File: src/hw/rtl/distinct_prime_factor_count_core_assert.svh
// Assertion macros shared by the distinct prime factor counter RTL.
`ifndef DISTINCT_PRIME_FACTOR_COUNT_CORE_ASSERT_SVH
`define DISTINCT_PRIME_FACTOR_COUNT_CORE_ASSERT_SVH

// Same-cycle implication, sampled on clk_i and disabled while rst_ni is low.
`define DPFC_ASSERT_NOW(lbl, ante, cons, msg) \
  lbl: assert property (@(posedge clk_i) disable iff (!rst_ni) (ante) |-> (cons)) \
    else $error(msg);

// Next-cycle implication, sampled on clk_i and disabled while rst_ni is low.
`define DPFC_ASSERT_NEXT(lbl, ante, cons, msg) \
  lbl: assert property (@(posedge clk_i) disable iff (!rst_ni) (ante) |=> (cons)) \
    else $error(msg);

`endif

File: src/hw/rtl/dpfc_pkg.sv
// Package with shared types and constants of the distinct prime factor counter.
package dpfc_pkg;

  localparam int unsigned COUNT_BITS = 4;

  typedef logic [COUNT_BITS-1:0] count_t;

  typedef enum logic [1:0] {
    ST_IDLE,
    ST_DIV,
    ST_DONE
  } seq_state_e;

endpackage

File: src/hw/rtl/dpfc_div.sv
// Shared restoring divider that yields one quotient bit per cycle.
module dpfc_div #(
  parameter int unsigned W = 32
) (
  input  logic         clk_i,
  input  logic         rst_ni,
  input  logic         start_i,
  input  logic [W-1:0] dividend_i,
  input  logic [W-1:0] divisor_i,
  output logic         done_o,
  output logic [W-1:0] quot_o,
  output logic [W-1:0] rem_o
);

  `include "distinct_prime_factor_count_core_assert.svh"

  localparam int unsigned CW = $clog2(W + 1);

  logic          busy_q, busy_d;
  logic          done_q, done_d;
  logic [CW-1:0] cnt_q, cnt_d;
  logic [W:0]    part_q, part_d;
  logic [W-1:0]  quot_q, quot_d;
  logic [W-1:0]  dvsr_q, dvsr_d;

  logic [W:0]    part_shift;
  logic [W:0]    part_diff;
  logic          fits;

  assign part_shift = {part_q[W-1:0], quot_q[W-1]};
  assign fits       = part_shift >= {1'b0, dvsr_q};
  assign part_diff  = part_shift - {1'b0, dvsr_q};

  always_comb begin
    busy_d = busy_q;
    done_d = 1'b0;
    cnt_d  = cnt_q;
    part_d = part_q;
    quot_d = quot_q;
    dvsr_d = dvsr_q;
    if (start_i) begin
      busy_d = 1'b1;
      cnt_d  = CW'(W);
      part_d = '0;
      quot_d = dividend_i;
      dvsr_d = divisor_i;
    end else if (busy_q) begin
      part_d = fits ? part_diff : part_shift;
      quot_d = {quot_q[W-2:0], fits};
      cnt_d  = cnt_q - CW'(1);
      if (cnt_q == CW'(1)) begin
        busy_d = 1'b0;
        done_d = 1'b1;
      end
    end
  end

  always_ff @(posedge clk_i or negedge rst_ni) begin
    if (!rst_ni) begin
      busy_q <= 1'b0;
      done_q <= 1'b0;
      cnt_q  <= '0;
    end else begin
      busy_q <= busy_d;
      done_q <= done_d;
      cnt_q  <= cnt_d;
    end
  end

  always_ff @(posedge clk_i) begin
    part_q <= part_d;
    quot_q <= quot_d;
    dvsr_q <= dvsr_d;
  end

  assign done_o = done_q;
  assign quot_o = quot_q;
  assign rem_o  = part_q[W-1:0];

  `DPFC_ASSERT_NOW(a_no_start_while_busy, busy_q, !start_i, "divider restarted while busy")
  `DPFC_ASSERT_NOW(a_done_not_busy, done_q, !busy_q, "divider done while still busy")

endmodule

File: src/hw/rtl/dpfc_seq.sv
// Sequencer that drives trial division on the shared divider and counts primes.
module dpfc_seq
  import dpfc_pkg::*;
#(
  parameter int unsigned W = 32
) (
  input  logic         clk_i,
  input  logic         rst_ni,
  input  logic         start_i,
  input  logic [W-1:0] value_i,
  output logic         idle_o,
  output logic         res_valid_o,
  input  logic         res_take_i,
  output count_t       count_o
);

  `include "distinct_prime_factor_count_core_assert.svh"

  seq_state_e   state_q, state_d;
  logic         hit_q, hit_d;
  logic [W-1:0] rem_q, rem_d;
  logic [W-1:0] dvsr_q, dvsr_d;
  count_t       cnt_q, cnt_d;

  logic         div_start;
  logic         div_done;
  logic [W-1:0] div_quot;
  logic [W-1:0] div_rem;

  logic         in_ok;
  logic         rem_zero;
  logic         dvsr_gt_quot;
  logic         rem_gt_one;

  // Only positive values above one have prime factors.
  assign in_ok        = !value_i[W-1] && (|value_i[W-2:1]);
  assign rem_zero     = div_rem == '0;
  assign dvsr_gt_quot = dvsr_q > div_quot;
  assign rem_gt_one   = |rem_q[W-1:1];

  dpfc_div #(
    .W(W)
  ) u_div (
    .clk_i     (clk_i),
    .rst_ni    (rst_ni),
    .start_i   (div_start),
    .dividend_i(rem_d),
    .divisor_i (dvsr_d),
    .done_o    (div_done),
    .quot_o    (div_quot),
    .rem_o     (div_rem)
  );

  always_comb begin
    state_d = state_q;
    unique case (state_q)
      ST_IDLE: begin
        if (start_i) begin
          state_d = in_ok ? ST_DIV : ST_DONE;
        end
      end
      ST_DIV: begin
        if (div_done && !hit_q && dvsr_gt_quot) begin
          state_d = ST_DONE;
        end
      end
      ST_DONE: begin
        if (res_take_i) begin
          state_d = ST_IDLE;
        end
      end
      default: state_d = ST_IDLE;
    endcase
  end

  always_comb begin
    rem_d     = rem_q;
    dvsr_d    = dvsr_q;
    cnt_d     = cnt_q;
    hit_d     = hit_q;
    div_start = 1'b0;
    unique case (state_q)
      ST_IDLE: begin
        if (start_i) begin
          rem_d     = value_i;
          dvsr_d    = W'(2);
          cnt_d     = '0;
          hit_d     = 1'b0;
          div_start = in_ok;
        end
      end
      ST_DIV: begin
        if (div_done) begin
          if (hit_q) begin
            // The divisor is already counted: keep dividing it out.
            if (rem_zero) begin
              rem_d = div_quot;
            end else begin
              dvsr_d = dvsr_q + W'(1);
              hit_d  = 1'b0;
            end
            div_start = 1'b1;
          end else if (dvsr_gt_quot) begin
            // Divisor squared exceeds the remainder, so any leftover is prime.
            cnt_d = cnt_q + count_t'(rem_gt_one);
          end else if (rem_zero) begin
            cnt_d     = cnt_q + count_t'(1);
            hit_d     = 1'b1;
            rem_d     = div_quot;
            div_start = 1'b1;
          end else begin
            dvsr_d    = dvsr_q + W'(1);
            div_start = 1'b1;
          end
        end
      end
      ST_DONE: begin
      end
      default: begin
      end
    endcase
  end

  always_ff @(posedge clk_i or negedge rst_ni) begin
    if (!rst_ni) begin
      state_q <= ST_IDLE;
      hit_q   <= 1'b0;
    end else begin
      state_q <= state_d;
      hit_q   <= hit_d;
    end
  end

  always_ff @(posedge clk_i) begin
    rem_q  <= rem_d;
    dvsr_q <= dvsr_d;
    cnt_q  <= cnt_d;
  end

  assign idle_o      = state_q == ST_IDLE;
  assign res_valid_o = state_q == ST_DONE;
  assign count_o     = cnt_q;

  `DPFC_ASSERT_NOW(a_hit_only_in_div, hit_q, state_q == ST_DIV, "divide-out flag outside search")
  `DPFC_ASSERT_NOW(a_divisor_above_one, state_q == ST_DIV, dvsr_q > W'(1), "trial divisor below two")

endmodule

File: src/hw/rtl/distinct_prime_factor_count_core.sv
// Top level of the distinct prime factor counter with handshakes and result register.
//
//   Channel  Signals                                   Dir  Carries
//   in       in_valid_i, in_stall_o, value_i           in   one signed integer per request
//   out      out_valid_o, out_stall_i, factor_count_o  out  count of distinct primes
//
// Each request is factored by trial division. Divisors rise from two; one shared
// restoring divider, one quotient bit per cycle, gives both the quotient and the
// remainder of every trial step. A request needs one step per trial divisor up to
// the square root, plus further steps to divide out each prime found; at 32 bits
// a large prime needs about 46,341 steps. Values at or below one skip the search:
// the sequencer goes straight to its done state, and the result then passes
// through the result register.
// Reset is asynchronous and active low; it returns the sequencer to idle and empties
// the result register. in_stall_o is high until the sequencer has handed over a
// request's result. A finished result waits in the sequencer while out_stall_i
// holds the result register full, and a new request is taken once it is handed over.
module distinct_prime_factor_count_core
  import dpfc_pkg::*;
#(
  parameter int unsigned VALUE_BITS = 32
) (
  input  logic                         clk_i,
  input  logic                         rst_ni,
  input  logic                         in_valid_i,
  output logic                         in_stall_o,
  input  logic signed [VALUE_BITS-1:0] value_i,
  output logic                         out_valid_o,
  input  logic                         out_stall_i,
  output logic [COUNT_BITS-1:0]        factor_count_o
);

  `include "distinct_prime_factor_count_core_assert.svh"

  logic   seq_idle;
  logic   seq_res_valid;
  logic   seq_res_take;
  count_t seq_count;
  logic   in_accept;

  logic   out_valid_q, out_valid_d;
  count_t count_q, count_d;

  // A request enters only while the sequencer is idle.
  assign in_stall_o = !seq_idle;
  assign in_accept  = in_valid_i && !in_stall_o;

  // The result register takes a new count whenever it is empty or being drained.
  assign seq_res_take = seq_res_valid && (!out_valid_q || !out_stall_i);

  dpfc_seq #(
    .W(VALUE_BITS)
  ) u_seq (
    .clk_i      (clk_i),
    .rst_ni     (rst_ni),
    .start_i    (in_accept),
    .value_i    (value_i),
    .idle_o     (seq_idle),
    .res_valid_o(seq_res_valid),
    .res_take_i (seq_res_take),
    .count_o    (seq_count)
  );

  always_comb begin
    out_valid_d = out_valid_q;
    count_d     = count_q;
    if (seq_res_take) begin
      out_valid_d = 1'b1;
      count_d     = seq_count;
    end else if (!out_stall_i) begin
      out_valid_d = 1'b0;
    end
  end

  always_ff @(posedge clk_i or negedge rst_ni) begin
    if (!rst_ni) begin
      out_valid_q <= 1'b0;
    end else begin
      out_valid_q <= out_valid_d;
    end
  end

  always_ff @(posedge clk_i) begin
    count_q <= count_d;
  end

  assign out_valid_o    = out_valid_q;
  assign factor_count_o = count_q;

  `DPFC_ASSERT_NEXT(a_accept_leaves_idle, in_accept, !seq_idle, "sequencer idle after a request")

endmodule
File: config.mk
export PLATFORM = sky130hd
export DESIGN_NAME = distinct_prime_factor_count_core
export DESIGN_NICKNAME = d
export VERILOG_FILES = /design/src/hw/rtl/dpfc_pkg.sv /design/src/hw/rtl/dpfc_div.sv /design/src/hw/rtl/dpfc_seq.sv /design/src/hw/rtl/distinct_prime_factor_count_core.sv
export VERILOG_INCLUDE_DIRS = /design/src /design/src/hw/rtl
export SDC_FILE = /design/constraint.sdc
export NUM_CORES = 1
export LEC_CHECK = 0
export ABC_AREA = 1
export BUFFER_PORTS_ARGS = -buffer_cell sky130_fd_sc_hd__buf_2
export CAP_MARGIN = 10
export CORE_UTILIZATION = 35
export DETAILED_ROUTE_END_ITERATION = 12
export PLACE_DENSITY = 0.51
export RECOVER_POWER = 50
export REMOVE_ABC_BUFFERS = 1
export SETUP_SLACK_MARGIN = 0.2
export SYNTH_ARGS = -nofsm -noshare
export SYNTH_HDL_FRONTEND = slang
export SYNTH_SLANG_ARGS = --single-unit
File: constraint.sdc
create_clock -name clk_i -period 8.6 [get_ports clk_i]
set_input_delay 0.43 -clock clk_i [delete_from_list [all_inputs] [get_ports clk_i]]
set_output_delay 0.43 -clock clk_i [all_outputs]
set_load 0.01 [all_outputs]
==> results of run 1 <==
-- final timing paths --
check                      depth (start not counted)                               end  slack [ps]                           start
setup / recovery                                   6    u_seq.count_o[3]$_SDFFCE_PN0P_        2850    u_seq.state_q[1]$_DFFE_PN0P_
hold / removal                                     3           out_valid_o$_DFFE_PN0P_         250                     out_stall_i
setup reg to reg                                   6    u_seq.count_o[3]$_SDFFCE_PN0P_        2850    u_seq.state_q[1]$_DFFE_PN0P_
hold reg to reg                                    0       factor_count_o[0]$_DFFE_PP_         480  u_seq.count_o[0]$_SDFFCE_PN0P_
max in group asynchronous                          2  u_seq.u_div.cnt_q[5]$_DFFE_PN0P_        7370                          rst_ni
min in group asynchronous                          2           out_valid_o$_DFFE_PN0P_         650                          rst_ni
-- what timing repair did --
item	4_1_cts	5_1_grt
endpoints found under the hold margin	12	0
endpoints found under the setup margin	0	0
hold buffers	1	0
-- cell families after synthesis --
logic type	synth area share, %
fa+ha+maj	7.421
simple gates	29.45
xor+xnor	2.134
buf+inv	10.61
compound gates	13.55
flops	36.83
-- layout make-up --
class	count	area, um^2	share of cell area [%]
multi-input cells	1149	6172	47.72
flip-flops and latches	180	4384	33.89
inverters	254	953.4	7.371
well taps	448	560.5	4.334
clock buffers	18	429.2	3.318
repair buffers	51	259.0	2.002
clock inverters	14	176.4	1.364
-- metal layers --
layer / vias up / global-route usage (%)
met5: - / 0
met4: 0 / 6.675
met3: 54 / 2.821
met2: 285 / 34.47
met1: 4958 / 28.32
li1: 5455 / -
-- sequential cells by signal (all words and copies together) (netlist names) --
name and count:
factor_count_o 4, u_seq.u_div.part_q 32, u_seq.dvsr_q 32, u_seq.u_div.cnt_q 6
u_seq.u_div.done_o 1, u_seq.u_div.dvsr_q 32, u_seq.rem_q 32, u_seq.u_div.busy_q 1
u_seq.hit_q 1, out_valid_o 1, u_seq.state_q 2, u_seq.count_o 4
u_seq.u_div.quot_o 32
-- layout by cell type (no fill, tap or decap), types with 11 or more instances in the layout --
cell / count
o21ai_1: 11
xnor2_1: 17
xor2_1: 12
nand2_2: 12
dfxtp_1: 96
nand3_1: 151
o21ai_0: 104
nand4_1: 27
ha_1: 69
clkbuf_1: 12
buf_2: 34
dfrtp_1: 12
a221oi_1: 13
nor2_2: 14
nor4_1: 19
o21ai_2: 14
a22oi_1: 17
inv_1: 246
nand2_1: 400
nor3_1: 26
edfxtp_1: 72
a21oi_1: 74
clkbuf_16: 17
nor2_1: 111
-- stage by stage --
step                      setup slack (ps)  hold WS, ps  cells  power, mW
after floorplan                       3551        134.4   1583      3.338
after global placement                4850        378.0   2081      4.038
after detailed placement              4805        378.5   2081      4.052
after CTS                             4793        228.0   2114      4.911
after global routing                  2410        231.1   2114      5.254
final                                 2847        247.1   2114      4.827
-- worst min-delay path, cell delays in order --
cell and delay [ps]:
buf_2 90, nand2_1 70, nand2_1 60
-- power by group through the flow --
stage	clock network (mW)	registers, mW	logic, mW
after floorplan	0	1.46	1.88
after global placement	0	1.48	2.55
after detailed placement	0	1.49	2.56
after CTS	0.861	1.47	2.58
after global routing	0.890	1.51	2.85
final	0.841	1.48	2.51
==> results.ini, run 1 <==
[run_status]
status=finished, violations left
violations=capacitance limit, slew limit

[floorplanning]
start_util_pct=35.50
die_x_um=186.4
fp-row-count=67
die_y_um=186.4
io_pins=42
core-area_mm2=0.03353
die_area_mm2=0.03475

[layout]
final_util_pct=38.57
fillers=3558
final_design_area_no_fill_mm2=0.01293
antenna_cells=0
areaGrowthSynthToFinish_pct=8.672
nNetsFinal=1759
drive_gt1_share_pct=7.743

[yosys]
ys_top_cells_by_area=edfxtp_1 18%, dfxtp_1 16%, nand2_1 13%, inv_1 7.7%, ha_1 7.3%
ys_top_cells_by_count=400 x nand2_1, 245 x inv_1, 142 x nand3_1
synth.distinct_cells=53
async_flop_share_pct=6.667
yosysTopAreaCellShare_pct=18.16
synth_seq_area_share_pct=36.83
synth_edf_count=72
synth_area_mm2=0.01190
syn_area_per_cell_um2=7.271
yosys.area.top_type=edfxtp_1
synth_ff_type=dfxtp_1
synth.ff_latch_count=180
synthCells=1637
synth_most_common_cell=nand2_1
yosys_warnings=0

[run]
cap_violations=2

[critical_path]
crit_path_max_incr_delay_ps=1410
crit_path_max_fanout=39
critPathRequiredTime_ps=8670
path_cells=clkbuf_1, nor2_1, clkinv_1, clkbuf_1, o21ai_0, nor3_1
crit_family=buffers and inverters
critical_path_buf_inv_count=3
start_kind=flip-flop
worst_path_max_delay_cell=clkbuf_1
worstSetupEndpointType=flip-flop
critPathArrivalTime_ps=5820
crit_type=reg -> reg
crit_path_frequent_cell=clkbuf_1

[placed_design]
port_buffers=41
dp_hpwl_mm=26.24
routabilityCongestion=0.8456
place_area_mm2=0.01244

[power_and_ir_drop]
internal-power_mw=2.579
pwr-share-clk_pct=17.4
p_leak_nw=5.789
seq_power_share_pct=30.6
p_per_area_mw_per_mm2=373.2
irDropWorstVdd_uv=144.1
netSwitchingFraction_pct=46.58
pwr-share-comb_pct=52.0
power_switching_mw=2.249

[worst_hold_path]
min_path_type=in -> reg

[cts]
clockRootBuffer=clkbuf_16
cts.sink_count=180
ctsResizeCount=0
clockBufferDepth=2
cts_tree=built
clk_pin_slew_worst_paths_ps=70
numCtsBuffers=17
post_cts_buffers=0
worstSkewPairLatency_ps=440
cts_max_level=4

[detailed_routing]
wl_met1_mm=17.42
viasPerCell=5.086
drt_first_pass_iters=7
met3WireLength_mm=1.541
routed_wl_mm=36.03
drt.antenna.violating_nets=0
wl_met2_mm=16.22
drtIter0Drc=843
post-route-drc-count=0
wl_per_cell_um=17.05
vias=10752
top_layer_used=met4

[timing]
fmax_mhz=173.8
tns_ps=0
setup_violations=0
tightest_slew_ps=1961
maxSlewHeadroom_pct=-30.77
fin_crit_sh_pct=66.89
final_max_slew_viol_count=77
rsz0062_at_grt=false
fin_crit_ps=5753
skew_ps=9.091
final_hold_viol_count=0

[global_route]
grt_usage_pct=20.95
overflow=0
grt_pass1_vias=10592
grt_pass1_wl_mm=57.65
antenna_found_initial=0
grt_max_degree=59

Power figures use the tool's default switching activity.
==> run 2, diff against run 1 <==
PLACE_DENSITY = 0.53   (was 0.51)
clock period = 5 ns   (was 8.6 ns; I/O delays follow)
==> run 2 against run 1 <==
The run still ends with capacitance limit, slew limit left. Clock skew up 8.0 ps. Sequential share of layout area down 0.28 points. Via count up 1.3%. Sequential cell count unchanged. Register-to-register slack worse by 2000 ps. Critical path type unchanged. Utilization up 0.32 points. Die area unchanged. Wire length down 1.3%. Worst hold slack worse by 200 ps. Fmax up 38%. Combinational power up 75%.
==> results.ini, run 2 (synthesis results as in run 1) <==
[critical_path]
critPathArrivalTime_ps=4340  ; was 5820 ps
critPathRequiredTime_ps=5170  ; was 8670 ps
worstSetupEndpointType=flip-flop  ; unchanged
crit_path_max_fanout=38  ; was 39
rr_worst_depth=5  ; was 6
start_kind=flip-flop  ; unchanged
crit_type=reg -> reg  ; unchanged

[placed_design]
routabilityCongestion=0.9241  ; was 0.8456
pre_cts_slack_ps=1248  ; was 4805 ps
dp_hpwl_mm=25.92  ; was 26.24 mm
dp_cells=2087  ; was 2081
place_area_mm2=0.01248  ; was 0.01244 mm^2
port_buffers=41  ; unchanged

[worst_hold_path]
worst_hold_path.num_cells=3  ; unchanged
min_path_type=in -> reg  ; unchanged

[global_route]
grt_pass1_wl_mm=57.39  ; was 57.65 mm
grt_usage_pct=20.81  ; was 20.95%
grt_max_degree=57  ; was 59
grt_pass1_vias=10584  ; was 10592
antenna_found_initial=0  ; unchanged
overflow=0  ; unchanged

[floorplanning]
fp-row-count=67  ; unchanged
core-area_mm2=0.03353  ; unchanged
die_y_um=186.4  ; unchanged
die_area_mm2=0.03475  ; unchanged
start_util_pct=35.50  ; unchanged
die_x_um=186.4  ; unchanged
io_pins=42  ; unchanged

[timing]
maxSlewHeadroom_pct=-19.74  ; was -30.77%
final_max_slew_viol_count=39  ; was 77
fin_crit_ps=4165  ; was 5753 ps
tightest_slew_ps=1796  ; was 1961 ps
setup_violations=0  ; unchanged
layout_setup_ws_ps=835.5  ; was 2847 ps
fin_crit_sh_pct=83.29  ; was 66.89%
skew_ps=17.11  ; was 9.091 ps
final_hold_viol_count=0  ; unchanged
rsz0062_at_grt=false  ; unchanged
fmax_mhz=240.1  ; was 173.8 MHz

[layout]
layout_common_cells=399 x nand2_1, 246 x inv_1, 143 x nand3_1  ; was 400 x nand2_1, 246 x inv_1, 151 x nand3_1
antenna_cells=0  ; unchanged
final_cells=2120  ; was 2114
areaGrowthSynthToFinish_pct=9.576  ; was 8.672%
drive_gt1_share_pct=9.031  ; was 7.743%
final_design_area_no_fill_mm2=0.01304  ; was 0.01293 mm^2
layout_commonest_cell=nand2_1  ; unchanged
nNetsFinal=1765  ; was 1759
final_util_pct=38.90  ; was 38.57%

[cts]
clockBufferDepth=2  ; unchanged
clockRootBuffer=clkbuf_16  ; unchanged
ctsResizeCount=0  ; unchanged
worstSkewPairLatency_ps=450  ; was 440 ps
cts_max_level=4  ; unchanged
clk_pin_slew_worst_paths_ps=70  ; about the same
cts_tree=built  ; unchanged
cts.sink_count=180  ; unchanged
numCtsBuffers=17  ; unchanged

[power_and_ir_drop]
p_per_area_mw_per_mm2=637.8  ; was 373.2 mW/mm^2
p_leak_nw=5.832  ; was 5.789 nW
irDropWorstVdd_uv=274.3  ; was 144.1 uV
p_total_mw=8.318  ; was 4.827 mW

[detailed_routing]
drt.antenna.violating_nets=0  ; unchanged
drtIter0Drc=856  ; was 843
vias=10888  ; was 10752
met3WireLength_mm=1.488  ; was 1.541 mm
viasPerCell=5.136  ; was 5.086
drt_first_pass_iters=6  ; was 7
post-route-drc-count=0  ; unchanged
wl_met1_mm=17.40  ; was 17.42 mm
top_layer_used=met4  ; unchanged
wl_met2_mm=15.75  ; was 16.22 mm
routed_wl_mm=35.55  ; was 36.03 mm
wl_per_cell_um=16.77  ; was 17.05 um

[run_status]
status=finished, violations left  ; unchanged
violations=capacitance limit, slew limit  ; unchanged

[run]
cap_violations=1  ; was 2

-- run 2: cell count changes in the layout (fill, tap and decap cells not counted), sizes merged --
cell / delta
buf: +7
clkinvlp: +5
clkinv: -3
inv: -3
bufinv: -1
clkbuf: +1
-- run 2: worst max-delay path, cell delays in order, from the launching register on --
cell      delay, ps
dfrtp_1         380
clkbuf_1       1310
inv_1           610
nand2_1         410
inv_1           540
o21ai_0         630
-- run 2: path summary, 6_finish.rpt --
kind	from	to	slack (ps)
min reg2reg	u_seq.count_o[0]$_SDFFCE_PN0P_	factor_count_o[0]$_DFFE_PP_	460
max	u_seq.state_q[1]$_DFFE_PN0P_	u_seq.u_div.dvsr_q[26]$_DFFE_PN_	840
min in group asynchronous	rst_ni	u_seq.u_div.done_o$_DFF_PN0_	420
max in group asynchronous	rst_ni	u_seq.u_div.cnt_q[0]$_DFFE_PN0P_	4060
max reg2reg	u_seq.state_q[1]$_DFFE_PN0P_	u_seq.u_div.dvsr_q[26]$_DFFE_PN_	840
min	out_stall_i	out_valid_o$_DFFE_PN0P_	50
-- run 2: layer usage --
layer	vias up	GRT usage [%]
met2	275	32.33
met5	-	0
met3	61	2.972
met1	5078	29.31
met4	0	7.438
li1	5474	-
-- run 2: final cells by class --
type / count / area, um^2
Fill cell: 3604 / 20490
Multi-Input combinational cell: 1149 / 6256
Sequential cell: 180 / 4384
Inverter: 254 / 953.4
Tap cell: 448 / 560.5
Clock buffer: 20 / 446.7
Timing Repair Buffer: 57 / 310.3
Clock inverter: 12 / 131.4
-- run 2: power by group --
| part | total (mW) | switching [mW] | internal [mW] |
|---|---|---|---|
| combinational | 4.39 | 2.86 | 1.53 |
| clock | 1.38 | 0.631 | 0.750 |
| sequential | 2.55 | 0.377 | 2.17 |
| total | 8.32 | 3.87 | 4.45 |
-- run 2: metrics by stage --
| stage | setup TNS [ps] | hold slack [ps] |
|---|---|---|
| 3_3_place_gp | 0 | 182.9 |
| 3_5_place_dp | 0 | 182.7 |
| 2_1_floorplan | -1552 | -45.59 |
| 5_1_grt | 0 | 66.55 |
| 4_1_cts | 0 | 37.98 |
| 6_report | 0 | 50.23 |
-- run 2: repair_timing --
| action | in CTS | in global routing |
|---|---|---|
| hold endpoints to repair | 12 | 0 |
| hold buffers | 1 | 0 |
| buffers inserted | 0 | 0 |
